<file path="src/rtl/core/fmtb_pkg.sv">
package fmtb_pkg;

    // Tick counter width. Samples and boundaries are taken modulo 2^TIME_WIDTH.
    // Legal range is 32 to 64.
    localparam int TIME_WIDTH = 64;
    localparam int WORD_W     = 32;
    localparam int IN_DATA_W  = 64;
    localparam int OUT_DATA_W = 160;

    // Stride exponent of the boundary search, 0 .. TIME_WIDTH-1.
    localparam int STRIDE_W = $clog2(TIME_WIDTH);
    localparam logic [STRIDE_W-1:0] STRIDE_MAX = STRIDE_W'(TIME_WIDTH - 1);

    // Candidate boundary width: base plus shifted whole ratio plus carries.
    localparam int WIDE_W = TIME_WIDTH + WORD_W + 1;

    localparam int MSX_W = WORD_W + 10;
    localparam logic [9:0] US_PER_MS = 10'd1000;

    localparam int CFG_IDX_W = 2;
    localparam logic [CFG_IDX_W-1:0] CFG_TICKS_PER_MS_WHOLE = 2'd0;
    localparam logic [CFG_IDX_W-1:0] CFG_TICKS_PER_MS_FRAC  = 2'd1;
    localparam logic [CFG_IDX_W-1:0] CFG_US_PER_TICK_WHOLE  = 2'd2;
    localparam logic [CFG_IDX_W-1:0] CFG_US_PER_TICK_FRAC   = 2'd3;

    localparam logic [WORD_W-1:0] TICKS_PER_MS_WHOLE_RST = 32'd1000;
    localparam logic [WORD_W-1:0] US_PER_TICK_WHOLE_RST  = 32'd1;

    localparam logic KIND_SYNC = 1'b0;

    // Commands from the controller to the datapath.
    typedef struct packed {
        logic                load_in;
        logic                sync;
        logic                step_try;
        logic                step_finish;
        logic                diff;
        logic                mul;
        logic                out_load;
        logic [STRIDE_W-1:0] stride;
    } fmtb_cmd_t;

    // Status from the datapath to the controller.
    typedef struct packed {
        logic kind;
        logic reached;
        logic step_ok;
    } fmtb_status_t;

endpackage

</file>
<file path="src/rtl/core/fmtb_ctrl.sv">
module fmtb_ctrl (
    input  logic                   clk,
    input  logic                   rst_n,
    input  logic                   s_tvalid,
    output logic                   s_tready,
    output logic                   m_tvalid,
    input  logic                   m_tready,
    input  fmtb_pkg::fmtb_status_t status,
    output fmtb_pkg::fmtb_cmd_t    cmd
);
    import fmtb_pkg::*;

    localparam logic [2:0] ST_IDLE   = 3'd0;
    localparam logic [2:0] ST_CHECK  = 3'd1;
    localparam logic [2:0] ST_UP     = 3'd2;
    localparam logic [2:0] ST_DOWN   = 3'd3;
    localparam logic [2:0] ST_FINISH = 3'd4;
    localparam logic [2:0] ST_DIFF   = 3'd5;
    localparam logic [2:0] ST_MUL    = 3'd6;
    localparam logic [2:0] ST_SUM    = 3'd7;

    logic [2:0]          state_reg;
    logic [2:0]          state_next;
    logic [STRIDE_W-1:0] stride_reg;
    logic [STRIDE_W-1:0] stride_next;
    logic                out_valid_reg;
    logic                out_valid_next;
    logic                out_free;
    logic                accept;

    assign out_free = !out_valid_reg || m_tready;
    assign s_tready = (state_reg == ST_IDLE) || ((state_reg == ST_SUM) && out_free);
    assign accept   = s_tvalid && s_tready;
    assign m_tvalid = out_valid_reg;

    always_comb
    begin
        cmd         = '0;
        cmd.stride  = stride_reg;
        cmd.load_in = accept;
        state_next  = state_reg;
        stride_next = stride_reg;
        case (state_reg)
            ST_IDLE:
            begin
                if (accept)
                begin
                    state_next = ST_CHECK;
                end
            end
            ST_CHECK:
            begin
                if (status.kind == KIND_SYNC)
                begin
                    cmd.sync   = 1'b1;
                    state_next = ST_DIFF;
                end
                else if (status.reached)
                begin
                    stride_next = '0;
                    state_next  = ST_UP;
                end
                else
                begin
                    state_next = ST_DIFF;
                end
            end
            ST_UP:
            begin
                // Widen the stride while steps land, then narrow it back down.
                cmd.step_try = 1'b1;
                if (!status.step_ok || (stride_reg == STRIDE_MAX))
                begin
                    if (stride_reg == '0)
                    begin
                        state_next = ST_FINISH;
                    end
                    else
                    begin
                        stride_next = stride_reg - STRIDE_W'(1);
                        state_next  = ST_DOWN;
                    end
                end
                else
                begin
                    stride_next = stride_reg + STRIDE_W'(1);
                end
            end
            ST_DOWN:
            begin
                cmd.step_try = 1'b1;
                if (stride_reg == '0)
                begin
                    state_next = ST_FINISH;
                end
                else
                begin
                    stride_next = stride_reg - STRIDE_W'(1);
                end
            end
            ST_FINISH:
            begin
                cmd.stride      = '0;
                cmd.step_finish = 1'b1;
                state_next      = ST_DIFF;
            end
            ST_DIFF:
            begin
                cmd.diff   = 1'b1;
                state_next = ST_MUL;
            end
            ST_MUL:
            begin
                cmd.mul    = 1'b1;
                state_next = ST_SUM;
            end
            ST_SUM:
            begin
                if (out_free)
                begin
                    cmd.out_load = 1'b1;
                    state_next   = accept ? ST_CHECK : ST_IDLE;
                end
            end
            default:
            begin
                state_next = ST_IDLE;
            end
        endcase
    end

    always_comb
    begin
        if (cmd.out_load)
        begin
            out_valid_next = 1'b1;
        end
        else if (m_tready)
        begin
            out_valid_next = 1'b0;
        end
        else
        begin
            out_valid_next = out_valid_reg;
        end
    end

    always_ff @(posedge clk or negedge rst_n)
    begin
        if (!rst_n)
        begin
            state_reg     <= ST_IDLE;
            stride_reg    <= '0;
            out_valid_reg <= 1'b0;
        end
        else
        begin
            state_reg     <= state_next;
            stride_reg    <= stride_next;
            out_valid_reg <= out_valid_next;
        end
    end

    a_load_shows: assert property (@(posedge clk) disable iff (!rst_n)
        cmd.out_load |=> m_tvalid)
        else $error("loaded result not presented");

    a_finish_unit_stride: assert property (@(posedge clk) disable iff (!rst_n)
        (state_reg == ST_FINISH) |-> (stride_reg == '0))
        else $error("boundary search ended with a nonzero stride");

    a_sum_waits: assert property (@(posedge clk) disable iff (!rst_n)
        ((state_reg == ST_SUM) && !out_free) |=> (state_reg == ST_SUM))
        else $error("result dropped while the output register was full");

endmodule

</file>
<file path="config.mk">
export PLATFORM = sky130hd
export DESIGN_NAME = fmtb_ctrl
export DESIGN_NICKNAME = d
export VERILOG_FILES = /design/src/rtl/core/fmtb_pkg.sv /design/src/rtl/core/fmtb_ctrl.sv
export SDC_FILE = /design/constraint.sdc
export NUM_CORES = 1
export LEC_CHECK = 0
export ABC_AREA = 1
export BUFFER_PORTS_ARGS = -buffer_cell sky130_fd_sc_hd__clkbuf_2
export CORE_MARGIN = 5
export CORE_UTILIZATION = 25
export CTS_CLUSTER_DIAMETER = 80
export DETAILED_ROUTE_END_ITERATION = 7
export GPL_ROUTABILITY_DRIVEN = 1
export HOLD_SLACK_MARGIN = 0.06
export RECOVER_POWER = 50
export SLEW_MARGIN = 30
export SYNTH_ARGS = -nofsm -noshare
export SYNTH_HDL_FRONTEND = slang
export SYNTH_SLANG_ARGS = --single-unit
</file>
<file path="constraint.sdc">
create_clock -name clk -period 1.8 [get_ports clk]
set_input_delay 0.36 -clock clk [delete_from_list [all_inputs] [get_ports clk]]
set_output_delay 0.36 -clock clk [all_outputs]
set_load 0.02 [all_outputs]
</file>
# Yosys cells after proc, flatten, opt, wreduce, memory -nomap -nowiden
# Cells that the tools add are included.
# totals
regBits,10
# classes
muxes,25
n_addsub,2
reduce_logical,14
n_eq_ne,14
# op_table
op,count
6-bit two-way mux,5
3-bit one-hot mux with 8 select lines,1
3-bit two-way mux,7
6-bit one-hot mux with 3 select lines,1
3-bit equality test (second input constant),4
2-bit != test (second input constant),6
1-bit two-way mux,11
6-bit by 1-bit adder with 6-bit output (second input constant),1
3-bit by 2-bit equality test with 1-bit output (second input constant),2
6-bit equality test (second input constant),1
6-bit logical NOT,1
6-bit by 1-bit subtractor with 6-bit output (second input constant),1
4-bit AND reduction,1
3-bit by 1-bit equality test with 1-bit output (second input constant),1
3-bit logical NOT,1
1-bit logical OR,3
3-bit AND reduction,1
3-bit nonzero test,1
1-bit logical AND,2
1-bit logical NOT,2
2-bit nonzero test,1
2-bit OR reduction,1

# Depth between registers and ports, before layout
# depth
ltp_word,8
ltp_mapped,9
depth_no_buf,9

# Worst setup path before layout
# Ideal clock, no wire load.
# synth_timing
path_kind,reg-to-output
start,register state_reg[0]
end,output port cmd[0] (netlist bit)
stages_incl_launch_ff,4
setup_slack_ps,-111
t_arrival_ps,1551
cell_sequence,dfrtp_1 buf_6 nor3_1 nor2_1
# synth_lines
element,line,rtl
from (decl),fmtb_ctrl.sv:22,logic [2:0] state_reg;
from (signal assigned),fmtb_ctrl.sv:158,state_reg <= state_next;
to (decl),fmtb_ctrl.sv:9,output fmtb_pkg::fmtb_cmd_t cmd

==> summary.txt <==
Run status
  – Outcome: complete, no violations

GRT
  – M3 GR Usage: 0.0125
  – Initial antenna violation count: 0
  – Gr ovfl total: 0
  – Met1 usage: 0.139
  – Vias in the first global route: around 970
  – Met2 Usage GRT: 0.157
  – Gr usage total: 0.0991
  – First-pass GRT wire length: 4.22 mm
  – Pin count of the biggest net entering global routing: 11
  – GR peak layer: met2

Power and ir drop
  – Leakage: 0.674 nW
  – Pwr/cell area: about 1800 nW/um^2
  – Worst VDD drop: between 700 and 800 uV

Clocking
  – Root Buffer: clkbuf_8
  – CTS sink cnt: 10
  – H-tree Lvls: 1
  – CTS Buffer Depth: 2
  – Postcts setup bufs: 0
  – Clock transition at path regs: ~0.05 ns
  – CTS tree: yes
  – Total CTS buffers: 3
  – Clk_lat worst skew: between 0.2 and 0.25 ns

Synth
  – Syn. warnings: 0
  – Post-synthesis sequential area ratio: 0.259
  – Syn Nets: approximately 170
  – Top cells by area, synth: dfrtp_1, nand2_1, nand3_1
  – Number of synthesized register bits: 10
  – Top-count cell post-synth: nand2_1
  – Synthesized cell area: about 970 um^2
  – Post-synth top area share: 0.259
  – Post-Synthesis Cells: 157
  – Most frequent cells after synthesis: nand2_1, inv_1, nand3_1
  – Number of synthesized flops with an enable pin: 0
  – Yosys cell types: 24
  – Post-synth top flop: dfrtp_1
  – FFs w/ async S/R, synth: 1.00
  – Area leader, netlist: dfrtp_1
  – Avg Cell Area, Syn: around 6 um^2

Timing
  – Sum Neg Setup Slack: 0 ns
  – Tmin final: around 1.7 ns
  – Final period util: 0.944
  – Slew Limit Fails: 0
  – Worst hold slack: 0.428 ns
  – Final setup vio count: 0
  – Worst slew pin tran: 0.593 ns
  – FMAX: 589 MHz
  – Max-slew headroom: 0.605
  – Fin. Hold Viols: 0
  – RSZ-0062 raised after global routing: no
  – Clock skew: approximately 0.0037 ns

Worst setup path
  – Critical-path cell list: buf_4, inv_1, nand3_1, a21boi_1, buf_4
  – Crit path kind: register to output port
  – CP startpoint kind: register
  – Slowest CP cell: dfrtp_1
  – CP arrival: roughly 1.3 ns
  – CP endpoint kind: output port
  – Reg2reg start: stride_reg[1]
  – WP buf/inv: 3
  – Cell family with most CP delay: buffers and inverters
  – Slowest stage delay, CP: just under 0.4 ns
  – Worst-path maximum fanout: 8
  – CP required: between 1 and 1.5 ns
  – CP startpoint: state_reg[0]
  – Cell mode on critical path: buf_4

Route
  – Initial drt markers: between 50 and 60
  – Routed vias/inst: around 4.4
  – Drc violations: 0
  – DRT Pass-1 Iters: 4
  – Post-route ant nets: 0
  – DR vias: between 1000 and 1500
  – Drt wl/cell: about 11 um
  – DRT Wirelength: approximately 2.4 mm

Final layout
  – Max reg flops: 6
  – Final core utilization: 0.322
  – Nets@finish: 193
  – Ant. Diodes: 0
  – Layout cells sized above 1: 0.224
  – Fillers: approximately 420
  – Area growth from synthesis to layout: 23.7%

Min path
  – Hold crit path type: input pin to register
  – Hold Crit Start: m_tready

Floorplanning
  – Row count: 22
  – Die Ht: around 72 um
  – Die footprint: approximately 5200 um^2
  – # IOs: 22
  – Die X: approximately 72 um
  – Initial Util: 0.260
  – Core Box Area: roughly 3700 um^2

Flow run
  – Max-cap viol count: 0

Placement
  – Port Buffers: 21
  – Post-DP HPWL: just under 2 mm
  – Routability cong.: between 0.8 and 0.9
[cell families after synthesis]
| logic type | synth area share |
|---|---|
| AND/OR/NAND/NOR | 0.484 |
| buffers and inverters | 0.144 |
| AO/OA/AOI/OAI | 0.0699 |
| flip-flops | 0.259 |
| XOR/XNOR | 0.0181 |
| adder cells (fa/ha/maj) | 0.0259 |
[through the flow]
step | total power, mW | instances | setup WS (ns) | cell area [um^2]
floorplan | 1.51 | 157 | 0.232 | 972
global placement | 1.86 | 226 | 0.320 | 1130
detailed placement | 1.85 | 226 | 0.268 | 1130
CTS | 2.15 | 231 | 0.0477 | 1190
global route | 2.37 | 231 | 0.0224 | 1200
finish | 2.14 | 231 | 0.101 | 1200
[layout by cell type (no fill, tap or decap)]
| master | count |
|---|---|
| nand4_1 | 4 |
| inv_1 | 23 |
| nand3b_1 | 1 |
| nor2_1 | 16 |
| a21oi_1 | 1 |
| dfrtp_1 | 10 |
| nor2_2 | 3 |
| a31oi_1 | 1 |
| buf_4 | 6 |
| inv_2 | 1 |
| o21ai_2 | 1 |
| nand2_1 | 45 |
| nor2_4 | 2 |
| ha_1 | 2 |
| dlygate4sd3_1 | 1 |
| o21ai_0 | 8 |
| nor3_2 | 1 |
| clkbuf_8 | 4 |
| nand3_1 | 22 |
| nand3_2 | 1 |
| or2_2 | 1 |
| xor2_1 | 2 |
| nand2_4 | 1 |
| nand2_2 | 4 |
| a21boi_1 | 1 |
| clkbuf_2 | 16 |
| clkbuf_1 | 4 |
| nor3_1 | 1 |
[area by class of cell]
cell class | instances | area [um^2] | share of cell area
repair buffers | 27 | 150 | 0.126
multi-input cells | 118 | 591 | 0.494
flip-flops and latches | 10 | 250 | 0.209
clock buffers | 4 | 55.1 | 0.0460
well taps | 48 | 60.1 | 0.0502
inverters | 24 | 90.1 | 0.0753
[worst paths after layout]
kind | endpoint | depth (start not counted) | slack, ns
max | cmd[12] | 5 | 0.10
min | m_tvalid | 4 | 0.43
max reg2reg | stride_reg[1] | 7 | 0.25
min reg2reg | stride_reg[1] | 2 | 0.59
max in group asynchronous | state_reg[0] | 2 | 0.76
min in group asynchronous | stride_reg[5] | 2 | 0.65
[report_power, final]
group          switching, mW  internal (mW)
registers             0.0869          0.322
clock network         0.0932          0.193
logic                  0.957          0.493
total                   1.14           1.01
[metal layers]
layer / share of wire / up-vias
li1: - / 545
met1: 0.50 / 451
met2: 0.45 / 25
met3: 0.047 / 4
met4: 0.0090 / 0
met5: 0 / -
[worst min-delay path: cells and delay by family]
kind / cells / cell delay (ns)
buffers and inverters: 2 / 0.14
and+or+nand+nor: 2 / 0.12
[repair_timing]
action                     CTS  global route
setup endpoints to repair    0             2
hold buffers                 1             0
gates resized for setup      0             5
hold endpoints to repair    10             0
(Power assumes the default switching activity.)
